`src/grid_rectangle_occupancy_allocator_defines.svh`:
```
// Assertion macros for the occupancy allocator.
// Both expect clk in scope; GROA_ASSERT also expects rst.
`ifndef GRID_RECTANGLE_OCCUPANCY_ALLOCATOR_DEFINES_SVH
`define GRID_RECTANGLE_OCCUPANCY_ALLOCATOR_DEFINES_SVH
`ifndef SYNTHESIS
`define GROA_ASSERT(lbl, prop, msg) \
  lbl: assert property (@(posedge clk) disable iff (rst) prop) else $error(msg);
`define GROA_ASSERT_RST(lbl, prop, msg) \
  lbl: assert property (@(posedge clk) prop) else $error(msg);
`else
`define GROA_ASSERT(lbl, prop, msg)
`define GROA_ASSERT_RST(lbl, prop, msg)
`endif
`endif

```
`src/groa_pkg.sv`:
```
`timescale 1ns / 1ps
package groa_pkg;

  localparam int MAX_COLS      = 64;
  localparam int MAX_ROWS      = 64;
  localparam int MAX_FOOTPRINT = 16;
  localparam int OWNER_BITS    = 8;

  localparam int COL_BITS    = $clog2(MAX_COLS);
  localparam int ROW_BITS    = $clog2(MAX_ROWS);
  localparam int ADDR_BITS   = COL_BITS + ROW_BITS;
  localparam int FOOT_BITS   = $clog2(MAX_FOOTPRINT);
  localparam int SIZE_BITS   = 5;
  localparam int ORIGIN_BITS = 8;
  localparam int GRID_BITS   = 7;
  localparam int FUNC_BITS   = 2;
  localparam int CFG_IDX_BITS = 2;

  localparam logic [FUNC_BITS-1:0] FUNC_CHECK  = 2'd0;
  localparam logic [FUNC_BITS-1:0] FUNC_PLACE  = 2'd1;
  localparam logic [FUNC_BITS-1:0] FUNC_REMOVE = 2'd2;
  localparam logic [FUNC_BITS-1:0] FUNC_CLEAR  = 2'd3;

  localparam logic [CFG_IDX_BITS-1:0] CFG_GRID_COLS = 2'd0;
  localparam logic [CFG_IDX_BITS-1:0] CFG_GRID_ROWS = 2'd1;

  typedef struct packed {
    logic                 in_grid;
    logic [COL_BITS-1:0]  ox;
    logic [ROW_BITS-1:0]  oy;
    logic [FOOT_BITS-1:0] sx_m1;
    logic [FOOT_BITS-1:0] sy_m1;
  } geom_t;

  typedef struct packed {
    logic                  we;
    logic [ADDR_BITS-1:0]  waddr;
    logic [OWNER_BITS-1:0] wdata;
    logic [ADDR_BITS-1:0]  raddr;
  } mem_req_t;

  typedef struct packed {
    logic valid;
    logic ok;
  } res_t;

endpackage

```
`src/groa_ctrl.sv`:
```
`timescale 1ns / 1ps
module groa_ctrl (
  input  logic                             clk,
  input  logic                             rst,
  input  logic                             req_valid,
  output logic                             req_ready,
  input  logic [groa_pkg::FUNC_BITS-1:0]   req_func,
  input  logic [groa_pkg::OWNER_BITS-1:0]  req_owner,
  input  groa_pkg::geom_t                  req_geom,
  output groa_pkg::mem_req_t               mem_req,
  input  logic [groa_pkg::OWNER_BITS-1:0]  mem_rdata,
  output groa_pkg::res_t                   res,
  input  logic                             res_ready
);
  import groa_pkg::*;

  localparam logic [2:0] ST_INIT   = 3'd0;
  localparam logic [2:0] ST_IDLE   = 3'd1;
  localparam logic [2:0] ST_CLEAR  = 3'd2;
  localparam logic [2:0] ST_REMOVE = 3'd3;
  localparam logic [2:0] ST_CHECK  = 3'd4;
  localparam logic [2:0] ST_PLACE  = 3'd5;
  localparam logic [2:0] ST_DONE   = 3'd6;

  logic [2:0]            st;
  logic [ADDR_BITS-1:0]  cnt;
  logic                  issue_done;
  logic                  rd_v;
  logic                  rd_last;
  logic [ADDR_BITS-1:0]  rd_addr;
  logic                  fail;
  logic [FOOT_BITS-1:0]  dx;
  logic [FOOT_BITS-1:0]  dy;
  logic [FUNC_BITS-1:0]  func;
  logic [OWNER_BITS-1:0] owner;
  geom_t                 g;
  logic                  ok_r;

  logic [COL_BITS-1:0]  cell_x;
  logic [ROW_BITS-1:0]  cell_y;
  logic [ADDR_BITS-1:0] cell_addr;
  logic                 last_cell;
  logic                 pass;

  assign cell_x    = g.ox + COL_BITS'(dx);
  assign cell_y    = g.oy + ROW_BITS'(dy);
  assign cell_addr = {cell_y, cell_x};
  assign last_cell = (dx == g.sx_m1) && (dy == g.sy_m1);
  assign pass      = !fail && (mem_rdata == '0);

  assign req_ready = (st == ST_IDLE);
  assign res.valid = (st == ST_DONE);
  assign res.ok    = ok_r;

  always_comb begin
    mem_req.we    = 1'b0;
    mem_req.waddr = cnt;
    mem_req.wdata = '0;
    mem_req.raddr = cnt;
    case (st)
      ST_INIT, ST_CLEAR: begin
        mem_req.we = 1'b1;
      end
      ST_REMOVE: begin
        mem_req.we    = rd_v && (mem_rdata == owner);
        mem_req.waddr = rd_addr;
      end
      ST_CHECK: begin
        mem_req.raddr = cell_addr;
      end
      ST_PLACE: begin
        mem_req.we    = 1'b1;
        mem_req.waddr = cell_addr;
        mem_req.wdata = owner;
      end
      default: begin
      end
    endcase
  end

  always_ff @(posedge clk) begin
    if (rst) begin
      st         <= ST_INIT;
      cnt        <= '0;
      issue_done <= 1'b0;
      rd_v       <= 1'b0;
      rd_last    <= 1'b0;
      fail       <= 1'b0;
      dx         <= '0;
      dy         <= '0;
      ok_r       <= 1'b0;
    end else begin
      case (st)
        ST_INIT, ST_CLEAR: begin
          cnt <= cnt + ADDR_BITS'(1);
          if (&cnt) begin
            ok_r <= 1'b1;
            st   <= (st == ST_INIT) ? ST_IDLE : ST_DONE;
          end
        end
        ST_IDLE: begin
          if (req_valid) begin
            func       <= req_func;
            owner      <= req_owner;
            g          <= req_geom;
            cnt        <= '0;
            dx         <= '0;
            dy         <= '0;
            issue_done <= 1'b0;
            rd_v       <= 1'b0;
            rd_last    <= 1'b0;
            fail       <= 1'b0;
            if (req_func == FUNC_CLEAR) begin
              st <= ST_CLEAR;
            end else if (req_owner == '0) begin
              ok_r <= 1'b0;
              st   <= ST_DONE;
            end else if (req_func == FUNC_REMOVE) begin
              st <= ST_REMOVE;
            end else if (!req_geom.in_grid) begin
              ok_r <= 1'b0;
              st   <= ST_DONE;
            end else begin
              st <= ST_CHECK;
            end
          end
        end
        ST_REMOVE: begin
          // read one entry ahead of the write-back
          rd_v    <= !issue_done;
          rd_addr <= cnt;
          if (!issue_done) begin
            cnt <= cnt + ADDR_BITS'(1);
            if (&cnt) begin
              issue_done <= 1'b1;
            end
          end
          if (rd_v && (&rd_addr)) begin
            ok_r <= 1'b1;
            st   <= ST_DONE;
          end
        end
        ST_CHECK: begin
          rd_v    <= !issue_done;
          rd_last <= last_cell && !issue_done;
          if (!issue_done) begin
            if (dx == g.sx_m1) begin
              dx <= '0;
              dy <= dy + FOOT_BITS'(1);
            end else begin
              dx <= dx + FOOT_BITS'(1);
            end
            if (last_cell) begin
              issue_done <= 1'b1;
            end
          end
          if (rd_v && (mem_rdata != '0)) begin
            fail <= 1'b1;
          end
          if (rd_v && rd_last) begin
            if (pass && (func == FUNC_PLACE)) begin
              dx <= '0;
              dy <= '0;
              st <= ST_PLACE;
            end else begin
              ok_r <= pass;
              st   <= ST_DONE;
            end
          end
        end
        ST_PLACE: begin
          if (dx == g.sx_m1) begin
            dx <= '0;
            dy <= dy + FOOT_BITS'(1);
          end else begin
            dx <= dx + FOOT_BITS'(1);
          end
          if (last_cell) begin
            ok_r <= 1'b1;
            st   <= ST_DONE;
          end
        end
        ST_DONE: begin
          if (res_ready) begin
            st <= ST_IDLE;
          end
        end
        default: begin
          st <= ST_IDLE;
        end
      endcase
    end
  end

endmodule

```
`config.mk`:
```
export PLATFORM = sky130hd
export DESIGN_NAME = groa_ctrl
export DESIGN_NICKNAME = d
export VERILOG_FILES = /design/src/grid_rectangle_occupancy_allocator_defines.svh /design/src/groa_pkg.sv /design/src/groa_ctrl.sv
export SDC_FILE = /design/constraint.sdc
export NUM_CORES = 1
export LEC_CHECK = 0
export ABC_AREA = 1
export BUFFER_PORTS_ARGS = -buffer_cell sky130_fd_sc_hd__buf_2
export CORE_ASPECT_RATIO = 0.75
export CORE_MARGIN = 2
export CORE_UTILIZATION = 40
export DETAILED_ROUTE_END_ITERATION = 8
export GPL_TIMING_DRIVEN = 0
export PLACE_DENSITY_LB_ADDON = 0.1
export SLEW_MARGIN = 20
export SYNTH_ARGS = -nofsm -noshare
export SYNTH_HDL_FRONTEND = slang
export SYNTH_SLANG_ARGS = --single-unit
export TNS_END_PERCENT = 30
```
`constraint.sdc`:
```
create_clock -name clk -period 3.2 [get_ports clk]
set_input_delay 0.32 -clock clk [delete_from_list [all_inputs] [get_ports clk]]
set_output_delay 0.32 -clock clk [all_outputs]
set_load 0.1 [all_outputs]
```
==> flow_summary_export.csv <==
group,metric,value,unit
global_route,grt_pass1_wl,18000,um
place,placed_cells,766,
worst_setup_path,path_max_fanout,7,
routing,drc_errors,0,
die,chipHeight,94.1,um
cells_and_area,drive_gt1_frac,0.215,
worst_setup_path,worst_setup_path_start_kind,"register",
worst_setup_path,crit_buf_inv,1,
cts,clk_pin_slew,60,ps
place,place_congestion,0.894,
cells_and_area,mostFrequentLayoutCells,"nand2_1 (155), buf_2 (82), inv_1 (70)",
worst_setup_path,critical_path_class,"register to primary output",
sta,whs,153,ps
global_route,grt_pass1_vias,3593,
routing,wl_per_cell,14.7,um
logic_synthesis,netlist_top_cells_area,"edfxtp_1 (29%), nand2_1 (13%), dfxtp_1 (13%)",
sta,fin_crit,2830,ps
die,dieArea,11700,um2
die,initial_core_util,0.416,
flow_run,drv_cap,0,
worst_setup_path,cp-end-kind,"primary output",
routing,routed_wl,11500,um
routing,dr.pass1.iters,5,
cts,cts_buffers,9,
min_path,hold_path.class,"input pin to register",
power_and_ir_drop,powerDensity,674,nW/um2
logic_synthesis,syn_inst,551,
cts,htree_num_levels,3,
worst_setup_path,critPathArrivalTime,2510,ps
cts,cts_buffer_depth,2,
logic_synthesis,synth_top_area_frac,0.291,
logic_synthesis,synth_edf_count,42,
cts,post_cts_resized,0,
global_route,antenna_found_initial,0,
cts,cts_setup_buffers,0,
worst_setup_path,path_delay_family,"adder cells",
power_and_ir_drop,p_switching,1440,uW
cts,cts-root-buf,"clkbuf_16",
routing,drt_iter0_drc,299,
cells_and_area,fin_nets,697,
place,placement.cell_area,4920,um2
worst_setup_path,slowest_delay,450,ps
die,die_w,124,um
power_and_ir_drop,power.share.clock,0.298,
die,floorplan.core_area,10400,um2
logic_synthesis,yosysTopAreaCell,"edfxtp_1",
worst_setup_path,path_cells,"ha_1, fa_1, a21oi_1, o21ai_0, xor2_1, nand2_1, o211ai_1, buf_2",
sta,min_period_over_period,0.885,
logic_synthesis,ys_types,39,
logic_synthesis,ys_seq_area_frac,0.421,
cells_and_area,final_common_cell,"nand2_1",
sta,timing.slew.headroom,0.508,
die,pin_count,79,
outcome,outcome,"completed",
logic_synthesis,yosys_register_bits,70,
cells_and_area,syn_to_final_growth,20.7,%
sta,maxSlewViolCount,0,
sta,worstMarginPinSlew,737,ps
worst_setup_path,cp.required,2880,ps
routing,viasPerCell,5.03,
logic_synthesis,yosysWarnings,0,
logic_synthesis,synth.avg_cell_area,7.86,um2
logic_synthesis,async_flop_share,0,
place,dp_hpwl,8830,um
power_and_ir_drop,max-vdd-ir-drop,0.000314,V
power_and_ir_drop,p_total,3520,uW
sta,rsz0062_at_grt,"no",
logic_synthesis,synth_area,4330,um2
power_and_ir_drop,pwr-share-seq,0.323,
cts,clock_sinks,70,
routing,num_vias,3931,
sta,fmax,353,MHz
sta,report.final.setup_viol,0,
power_and_ir_drop,combPwrFrac,0.379,
place,port_buffers,78,
logic_synthesis,synth_nets,607,
cts,postCtsHoldBufs,0,
die,rows,32,
cells_and_area,num_antenna_cells,0,
power_and_ir_drop,sw_frac_of_total,0.409,
sta,worst_clock_skew,8.69,ps
logic_synthesis,ys.flop_type,"edfxtp_1",
cells_and_area,fin_area,5230,um2
power_and_ir_drop,p_leak,0.00233,uW
sta,setup_tns,0,ps
global_route,grt_max_degree,28,
cts,clk_latency,340,ps
global_route,track_usage,0.208,
worst_setup_path,worst_path_max_delay_cell,"buf_2",
cts,cts_tree,"yes",
routing,drt.antenna.violating_nets,0,
cells_and_area,stdcell_count,782,
power_and_ir_drop,p_int,2080,uW
sta,hold_viol,0,
global_route,grt_overflow,0,
-- state kept, by name (all words and copies together), names as in the netlist, 2 cells and up --
name     flops
func         2
g           20
cnt         12
owner        8
dx           4
rd_addr     12
st           3
dy           4
-- stage by stage --
step / util / worst slack, ps
floorplan: - / -268
global placement: 0.470 / -261
detailed placement: 0.472 / 717
CTS: 0.502 / 354
global route: 0.502 / 231
finish: 0.502 / 367
-- power groups by stage --
stage | sequential, uW | combinational, uW | clock, uW
after CTS | 1140 | 1340 | 1070
final | 1140 | 1340 | 1050
after global routing | 1150 | 1480 | 1100
after floorplan | 1130 | 1080 | 0
after global placement | 1160 | 1310 | 0
after detailed placement | 1150 | 1330 | 0
-- path summary, 6_finish.rpt --
kind                            slack [ps]  depth (start not counted)     endpoint    startpoint
worst max-delay path                   370                          8  mem_req[30]         dy[0]
worst min-delay path                   150                          1        g[19]  req_geom[19]
worst max register to register        1370                          8         g[2]         st[0]
worst min register to register         470                          2      rd_last       rd_last
-- worst reg2reg max path: stages, from the launching register on --
cell and delay (ps):
dfxtp_1 300, buf_4 150, inv_2 80, nor2_8 130, nand2_8 100, nor2_2 200, inv_1 120, nor2_4 210
buf_12 230
-- routing by layer --
metal / share of wire / track usage
met3: 0.079 / 0.0498
met4: 0.016 / 0.0815
met2: 0.43 / 0.301
met5: 0 / 0
met1: 0.48 / 0.298
-- synthesized netlist by cell type (2+ instances only) --
| cell | n |
|---|---|
| a211oi_1 | 2 |
| a21oi_1 | 26 |
| a21oi_2 | 2 |
| buf_2 | 4 |
| buf_4 | 4 |
| clkbuf_1 | 5 |
| dfxtp_1 | 28 |
| edfxtp_1 | 42 |
| fa_1 | 2 |
| ha_1 | 11 |
| inv_1 | 70 |
| inv_2 | 5 |
| inv_4 | 2 |
| nand2_1 | 155 |
| nand2_2 | 5 |
| nand3_1 | 27 |
| nand3_2 | 2 |
| nand3_4 | 2 |
| nand4_1 | 10 |
| nor2_1 | 48 |
| nor2_2 | 6 |
| nor2_4 | 5 |
| nor2_8 | 3 |
| nor3_1 | 6 |
| nor3_2 | 3 |
| o211ai_1 | 12 |
| o21ai_0 | 28 |
| o21ai_1 | 3 |
| o221ai_1 | 5 |
| xnor2_1 | 10 |
| xor2_1 | 10 |
-- cell families after synthesis --
logic type	Yosys count	synth area share
buf+inv	90	0.0838
fa+ha+maj	13	0.0410
compound gates	82	0.113
flops	70	0.421
simple gates	276	0.301
xor+xnor	20	0.0405
-- area by class of cell --
type | instances | area [um2]
fill | 1047 | 5180
multi-input combinational | 391 | 2150
sequential | 70 | 1820
timing repair buffer | 79 | 410
inverter | 77 | 294
clock buffer | 10 | 229
tap | 136 | 170
clock inverter | 6 | 76.3
buffer | 13 | 68.8
No activity file was read; power rests on OpenSTA's default activity.
