### config.mk
export PLATFORM = sky130hd
export DESIGN_NAME = groa_geom
export DESIGN_NICKNAME = d
export VERILOG_FILES = /design/src/grid_rectangle_occupancy_allocator_defines.svh /design/src/groa_pkg.sv /design/src/groa_geom.sv
export SDC_FILE = /design/constraint.sdc
export NUM_CORES = 1
export LEC_CHECK = 0
export BUFFER_PORTS_ARGS = -buffer_cell sky130_fd_sc_hd__buf_2
export CORE_MARGIN = 2
export CORE_UTILIZATION = 30
export DETAILED_ROUTE_END_ITERATION = 16
export SETUP_SLACK_MARGIN = 0.4
export SLEW_MARGIN = 5
export SYNTH_ARGS = -nofsm -noshare
export SYNTH_HDL_FRONTEND = slang
export SYNTH_SLANG_ARGS = --single-unit
### constraint.sdc
create_clock -name vclk -period 4.46
set_input_delay 0.892 -clock vclk [all_inputs]
set_output_delay 0.892 -clock vclk [all_outputs]
set_load 0.02 [all_outputs]
### src/grid_rectangle_occupancy_allocator_defines.svh
// Assertion macros for the occupancy allocator.
// Both expect clk in scope; GROA_ASSERT also expects rst.
`ifndef GRID_RECTANGLE_OCCUPANCY_ALLOCATOR_DEFINES_SVH
`define GRID_RECTANGLE_OCCUPANCY_ALLOCATOR_DEFINES_SVH
`ifndef SYNTHESIS
`define GROA_ASSERT(lbl, prop, msg) \
  lbl: assert property (@(posedge clk) disable iff (rst) prop) else $error(msg);
`define GROA_ASSERT_RST(lbl, prop, msg) \
  lbl: assert property (@(posedge clk) prop) else $error(msg);
`else
`define GROA_ASSERT(lbl, prop, msg)
`define GROA_ASSERT_RST(lbl, prop, msg)
`endif
`endif

### src/groa_pkg.sv
`timescale 1ns / 1ps
package groa_pkg;

  localparam int MAX_COLS      = 64;
  localparam int MAX_ROWS      = 64;
  localparam int MAX_FOOTPRINT = 16;
  localparam int OWNER_BITS    = 8;

  localparam int COL_BITS    = $clog2(MAX_COLS);
  localparam int ROW_BITS    = $clog2(MAX_ROWS);
  localparam int ADDR_BITS   = COL_BITS + ROW_BITS;
  localparam int FOOT_BITS   = $clog2(MAX_FOOTPRINT);
  localparam int SIZE_BITS   = 5;
  localparam int ORIGIN_BITS = 8;
  localparam int GRID_BITS   = 7;
  localparam int FUNC_BITS   = 2;
  localparam int CFG_IDX_BITS = 2;

  localparam logic [FUNC_BITS-1:0] FUNC_CHECK  = 2'd0;
  localparam logic [FUNC_BITS-1:0] FUNC_PLACE  = 2'd1;
  localparam logic [FUNC_BITS-1:0] FUNC_REMOVE = 2'd2;
  localparam logic [FUNC_BITS-1:0] FUNC_CLEAR  = 2'd3;

  localparam logic [CFG_IDX_BITS-1:0] CFG_GRID_COLS = 2'd0;
  localparam logic [CFG_IDX_BITS-1:0] CFG_GRID_ROWS = 2'd1;

  typedef struct packed {
    logic                 in_grid;
    logic [COL_BITS-1:0]  ox;
    logic [ROW_BITS-1:0]  oy;
    logic [FOOT_BITS-1:0] sx_m1;
    logic [FOOT_BITS-1:0] sy_m1;
  } geom_t;

  typedef struct packed {
    logic                  we;
    logic [ADDR_BITS-1:0]  waddr;
    logic [OWNER_BITS-1:0] wdata;
    logic [ADDR_BITS-1:0]  raddr;
  } mem_req_t;

  typedef struct packed {
    logic valid;
    logic ok;
  } res_t;

endpackage

### src/groa_geom.sv
`timescale 1ns / 1ps
module groa_geom (
  input  logic [groa_pkg::ORIGIN_BITS-1:0] origin_x,
  input  logic [groa_pkg::ORIGIN_BITS-1:0] origin_y,
  input  logic [groa_pkg::SIZE_BITS-1:0]   size_x,
  input  logic [groa_pkg::SIZE_BITS-1:0]   size_y,
  input  logic [groa_pkg::GRID_BITS-1:0]   grid_cols,
  input  logic [groa_pkg::GRID_BITS-1:0]   grid_rows,
  output groa_pkg::geom_t                  geom
);
  import groa_pkg::*;

  logic [SIZE_BITS-1:0]   sx_c;
  logic [SIZE_BITS-1:0]   sy_c;
  logic [GRID_BITS-1:0]   cols_eff;
  logic [GRID_BITS-1:0]   rows_eff;
  logic [ORIGIN_BITS-1:0] x_end;
  logic [ORIGIN_BITS-1:0] y_end;

  always_comb begin
    if (size_x == '0) begin
      sx_c = SIZE_BITS'(1);
    end else if (size_x > SIZE_BITS'(MAX_FOOTPRINT)) begin
      sx_c = SIZE_BITS'(MAX_FOOTPRINT);
    end else begin
      sx_c = size_x;
    end
    if (size_y == '0) begin
      sy_c = SIZE_BITS'(1);
    end else if (size_y > SIZE_BITS'(MAX_FOOTPRINT)) begin
      sy_c = SIZE_BITS'(MAX_FOOTPRINT);
    end else begin
      sy_c = size_y;
    end
    cols_eff = (grid_cols > GRID_BITS'(MAX_COLS)) ? GRID_BITS'(MAX_COLS) : grid_cols;
    rows_eff = (grid_rows > GRID_BITS'(MAX_ROWS)) ? GRID_BITS'(MAX_ROWS) : grid_rows;
    // origin is non-negative here, so the end column fits without a sign
    x_end = {1'b0, origin_x[ORIGIN_BITS-2:0]} + ORIGIN_BITS'(sx_c);
    y_end = {1'b0, origin_y[ORIGIN_BITS-2:0]} + ORIGIN_BITS'(sy_c);
    geom.in_grid = !origin_x[ORIGIN_BITS-1] && !origin_y[ORIGIN_BITS-1] &&
                   (x_end <= ORIGIN_BITS'(cols_eff)) && (y_end <= ORIGIN_BITS'(rows_eff));
    geom.ox    = origin_x[COL_BITS-1:0];
    geom.oy    = origin_y[ROW_BITS-1:0];
    geom.sx_m1 = FOOT_BITS'(sx_c - SIZE_BITS'(1));
    geom.sy_m1 = FOOT_BITS'(sy_c - SIZE_BITS'(1));
  end

endmodule

==> results of run 1 <==
==> final timing paths <==
kind                   startpoint       end  slack [ns]  depth (start not counted)
worst max-delay path    size_x[1]  geom[20]        0.03                         17
worst min-delay path  origin_x[2]  geom[16]        2.02                          2
==> timing repair <==
item                                    4_1_cts  5_1_grt
pin swaps                                     5        2
resized for setup                             4        1
hold buffers                                  0        0
endpoints found under the setup margin        1        1
==> per-layer routing <==
| layer | wire length, um | vias to the layer above | track usage (%) | part of all wire, % |
|---|---|---|---|---|
| met5 | 0 | - | 0 | 0 |
| met4 | 0 | 0 | 0 | 0 |
| met3 | 161 | 0 | 0.721 | 7.0 |
| met2 | 1140 | 41 | 24.1 | 50 |
| met1 | 993 | 474 | 15.3 | 43 |
| li1 | - | 592 | - | - |
==> synth_stat cells, drive strengths merged <==
| library cell | n | area share [%] |
|---|---|---|
| fa | 2 | 3.9 |
| xor2 | 3 | 2.6 |
| nand3b | 1 | 0.73 |
| o21bai | 1 | 0.73 |
| nand2 | 13 | 4.7 |
| buf | 12 | 8.7 |
| nor2 | 8 | 2.9 |
| a2111oi | 1 | 1.5 |
| nor3 | 3 | 1.9 |
| a21oi | 8 | 4.3 |
| nand3 | 2 | 0.97 |
| nor2b | 8 | 4.9 |
| nand4 | 2 | 1.2 |
| a21o | 4 | 2.9 |
| o21ai | 7 | 3.4 |
| a21boi | 1 | 0.73 |
| nor4 | 1 | 0.61 |
| o22a | 1 | 0.85 |
| xnor2 | 8 | 6.8 |
| inv | 15 | 5.5 |
| o22ai | 3 | 1.8 |
| a22oi | 1 | 0.73 |
| nand2b | 4 | 2.4 |
| ha | 26 | 32 |
| a211oi | 3 | 2.2 |
| o31ai | 2 | 1.5 |
==> area by class of cell <==
cell class / instances / area (um^2) / share of cell area, %
multi-input cells: 113 / 911 / 64.8
well taps: 46 / 57.6 / 4.10
inverters: 15 / 56.3 / 4.01
repair buffers: 69 / 380 / 27.1
==> report_power, final <==
group          switching, mW  internal, mW  total [mW]
logic                 0.0984        0.0910       0.189
clock network              0             0           0
registers                  0             0           0
==> critical path: cells and delay by family <==
| kind | cells | cell delay, ns |
|---|---|---|
| fa+ha+maj | 3 | 0.90 |
| compound gates | 5 | 0.83 |
| buf+inv | 3 | 0.29 |
| simple gates | 6 | 0.62 |
==> kinds of logic after synthesis <==
kind of cell    Yosys count
simple gates             42
compound gates           32
fa+ha+maj                28
buf+inv                  27
xor+xnor                 11
==> metrics by stage <==
step	cell area [um^2]	util, %	power [mW]	std cells	hold slack, ns
floorplan	1040	-	0.130	140	1.90
global placement	1370	41.5	0.182	243	2.02
detailed placement	1370	41.5	0.183	243	2.02
CTS	1390	42.1	0.188	243	2.02
global route	1410	42.4	0.216	243	2.03
finish	1410	42.4	0.189	243	2.02
==> impl_metrics.py, run 1 <==
metrics = {
    "outcome": {
        "outcome": "finished clean",
    },
    "critical_path": {
        "worstPathArrival_ns": 3.54,
        "cpPeakStageDelay_ns": 0.38,
        "critPathRequiredTime_ns": 3.57,
        "crit_top_cell": "nor2_1",
        "endpoint_kind": "primary output",
        "crit_chain": "buf_6, nor3_2, nor2_1, nor2_1, ha_2, inv_2, fa_2, nor2b_1, o21ai_1, a21boi_1, nor2_1, ha_1, a21o_1, a2111oi_4, o22ai_1, nor3_2, buf_4",
        "start_kind": "primary input",
        "worstSetupPathType": "primary input to primary output",
        "cp_max_fo": 2,
        "cpMaxStageDelayCell": "fa_2",
    },
    "cells_and_area": {
        "final_cell_mix": "58 x buf_2, 25 x ha_1, 14 x inv_1",
        "drive_gt1_share_pct": 39.1,
        "diodes": 0,
        "fillCellCount": 362,
        "nClkBuffers": 0,
        "fin_nets": 267,
        "layout_commonest_cell": "buf_2",
        "nFlopsAndLatches": 0,
        "area_delta_synth_final_pct": 36.5,
        "register_area_um2": 0,
    },
    "sta": {
        "tightest_slew_ns": 0.252,
        "min_period_ns": 4.43,
        "max_clock_freq_mhz": 226,
        "rsz0062_at_grt": "yes",
        "drv_slew": 0,
        "setup_viol": 0,
        "worst_slack_ns": 0.0264,
        "relSlewSlack_pct": 83.2,
        "hold_violations": 0,
        "fin_crit_sh_pct": 99.4,
        "tns_ns": 0,
    },
    "synth": {
        "synth-simple-area-share_pct": 20.4,
        "synth_compound_area_share_pct": 20.5,
        "ys_seq_area_share_pct": 0,
        "synth_top_family_by_area": "adder cells",
        "synth_area_per_cell_um2": 7.36,
        "netlist_area_mm2": 0.00103,
        "yosys_warnings": 0,
        "synthesis.nets": 208,
        "synth_fa_ha_area_share_pct": 35.5,
        "synthMuxAreaShare_pct": 0,
        "yosysUniqueCellTypes": 29,
        "yosys.area_share.xor_xnor_pct": 9.36,
        "syn_inst": 140,
    },
    "global_routing": {
        "overflow": 0,
        "grtUsageTotal_pct": 12.2,
        "antenna_found_initial": 0,
        "grt_max_degree": 7,
        "grt_pass1_vias": 1115,
        "grt_pass1_wl_mm": 4.22,
    },
    "die": {
        "boundaryPins": 61,
        "rows": 21,
        "initial_core_util_pct": 31.1,
        "fp.dieW_um": 62.6,
        "fp.dieH_um": 62.6,
        "fp.coreArea_mm2": 0.00331,
        "die_area_mm2": 0.00392,
    },
    "place": {
        "place_congestion": 0.753,
        "port_buffers": 61,
        "preCtsSetupSlack_ns": -0.101,
        "dp_hpwl_mm": 2.15,
    },
    "routing": {
        "via_count": 1107,
        "firstDrtPassIters": 4,
        "postRouteWirelength_mm": 2.29,
        "ant_nets": 0,
        "drc_errors": 0,
        "routed_via_density": 4.56,
        "drtIter0Drc": 28,
        "routedWlPerCell_um": 9.43,
    },
    "pwr": {
        "peakVddDrop_uv": 55.3,
        "p_per_area_mw_per_mm2": 135,
        "leakagePower_nw": 0.753,
    },
    "clock_tree": {
        "cts_setup_buffers": 0,
    },
    "worst_hold_path": {
        "hold_class": "primary input to primary output",
    },
    "flow_run": {
        "maxCapViolCount": 0,
    },
}
No activity file was read; power rests on OpenSTA's default activity.
==> run 2: changes to the inputs <==
Settings changed: CORE_MARGIN 2 to 1.
Clock period 4.46 ns to 3.6 ns, I/O delays scaled along.
==> run 2 against run 1 <==
Net effect: the flow now finishes with violations (negative setup slack); core utilization rose by 6.8 points; cell count up 7.0%; combinational power up 36%; critical path depth unchanged; via count increased by 6.8%; hold slack worse by 0.34 ns; non-clock buffer count grew 19; critical path type unchanged; critical endpoint unchanged; largest power group unchanged.
==> impl_metrics.py, run 2 (synthesis gave the netlist of run 1 again) <==
metrics = {
    "cells_and_area": {
        "fin_nets": 286,
        "drive_gt1_share_pct": 45.4,
        "diodes": 0,
        "layout_commonest_cell": "buf_2",
        "nClkBuffers": 0,
        "register_area_um2": 0,
        "multi_input_area_um2": 917,
        "fin_area_mm2": 0.00155,
        "area_delta_synth_final_pct": 50.7,
        "fillCellCount": 368,
        "nFlopsAndLatches": 0,
        "final_cell_mix": "58 x buf_2, 28 x buf_4, 25 x ha_1",
    },
    "outcome": {
        "violations": "negative setup slack",
        "outcome": "finished, violations left",
    },
    "routing": {
        "drtIter0Drc": 15,
        "ant_nets": 0,
        "postRouteWirelength_mm": 2.35,
        "drc_errors": 0,
        "routed_via_density": 4.55,
        "routedWlPerCell_um": 9.03,
        "via_count": 1182,
        "firstDrtPassIters": 4,
    },
    "place": {
        "dp_hpwl_mm": 2.15,
        "place_congestion": 0.741,
        "preCtsSetupSlack_ns": -0.598,
        "dpl-instance-area_mm2": 0.00151,
        "port_buffers": 61,
    },
    "global_routing": {
        "antenna_found_initial": 0,
        "grtUsageTotal_pct": 13.3,
        "grt_max_degree": 7,
        "grt_pass1_vias": 1090,
        "grt_pass1_wl_mm": 3.92,
        "overflow": 0,
    },
    "critical_path": {
        "cpLargestDelayFamily": "adder cells",
        "worstPathArrival_ns": 3.36,
        "start_kind": "primary input",
        "cp-startpoint": "size_x[1]",
        "worstSetupPathType": "primary input to primary output",
        "crit_chain": "buf_6, nor3_2, nor2_1, nor2_2, ha_2, inv_2, fa_2, nor2b_1, o21ai_1, a21boi_1, nor2_1, ha_1, a21o_1, a2111oi_4, o22ai_1, nor3_2, buf_4",
        "critPathRequiredTime_ns": 2.88,
        "cp.depth": 17,
        "cpPeakStageDelay_ns": 0.38,
        "cpMaxStageDelayCell": "fa_2",
        "crit_buf_inv": 3,
        "endpoint_kind": "primary output",
        "cp_max_fo": 2,
    },
    "worst_hold_path": {
        "hold_class": "primary input to primary output",
        "hold_start": "origin_x[4]",
        "hold_depth": 2,
    },
    "pwr": {
        "power_mw": 0.257,
        "p_per_area_mw_per_mm2": 166,
        "peakVddDrop_uv": 62.6,
        "leakagePower_nw": 0.847,
    },
    "sta": {
        "hold_violations": 0,
        "tightest_slew_ns": 0.236,
        "worst_slack_ns": -0.478,
        "setup_viol": 1,
        "max_clock_freq_mhz": 245,
        "relSlewSlack_pct": 84.3,
        "drv_slew": 0,
        "rsz0062_at_grt": "yes",
        "min_period_ns": 4.08,
        "fin_crit_sh_pct": 113,
    },
    "clock_tree": {
        "hold_buffers": 0,
        "cts_setup_buffers": 0,
    },
    "die": {
        "initial_core_util_pct": 32.7,
        "fp.dieW_um": 60.6,
        "boundaryPins": 61,
        "rows": 20,
        "die_area_mm2": 0.00367,
        "fp.coreArea_mm2": 0.00315,
        "fp.dieH_um": 60.6,
    },
    "flow_run": {
        "maxCapViolCount": 0,
    },
}
[run 2: cell types whose count changed in the layout (fill, tap and decap cells not counted), sizes merged]
cell / change
buf: +19
[run 2: worst paths after layout]
check	endpoint	slack, ns
max	geom[20]	-0.48
min	geom[18]	1.68
[run 2: power by group]
group / total (mW) / leakage (nW) / internal, mW / switching [mW]
clock network: 0 / 0 / 0 / 0
logic: 0.257 / 0.847 / 0.130 / 0.128
registers: 0 / 0 / 0 / 0
[run 2: repair_timing]
action,in CTS,in global routing
setup endpoints to repair,1,1
pin swaps,1,0
gates resized for setup,4,3
endpoints found under the hold margin,0,0
[run 2: area by class of cell]
cell class / count / area share, %
timing repair buffer: 88 / 33.7
tap: 44 / 3.55
multi-input combinational: 113 / 59.1
inverter: 15 / 3.63
[run 2: layer usage]
metal,up-vias,GRT usage (%),routed length (um)
met5,-,0,0
met4,0,0,0
met3,0,0.213,125
met2,43,28.4,1210
met1,505,15.3,1010
li1,634,-,-
[run 2: per-stage QoR]
step	hold WS (ns)	instances	setup TNS, ns	utilization [%]
floorplan	1.55	140	-0.359	-
global placement	1.68	260	-0.580	48.0
detailed placement	1.68	260	-0.598	48.0
CTS	1.68	260	-0.556	48.6
global route	1.69	260	-0.668	49.2
finish	1.68	260	-0.478	49.2
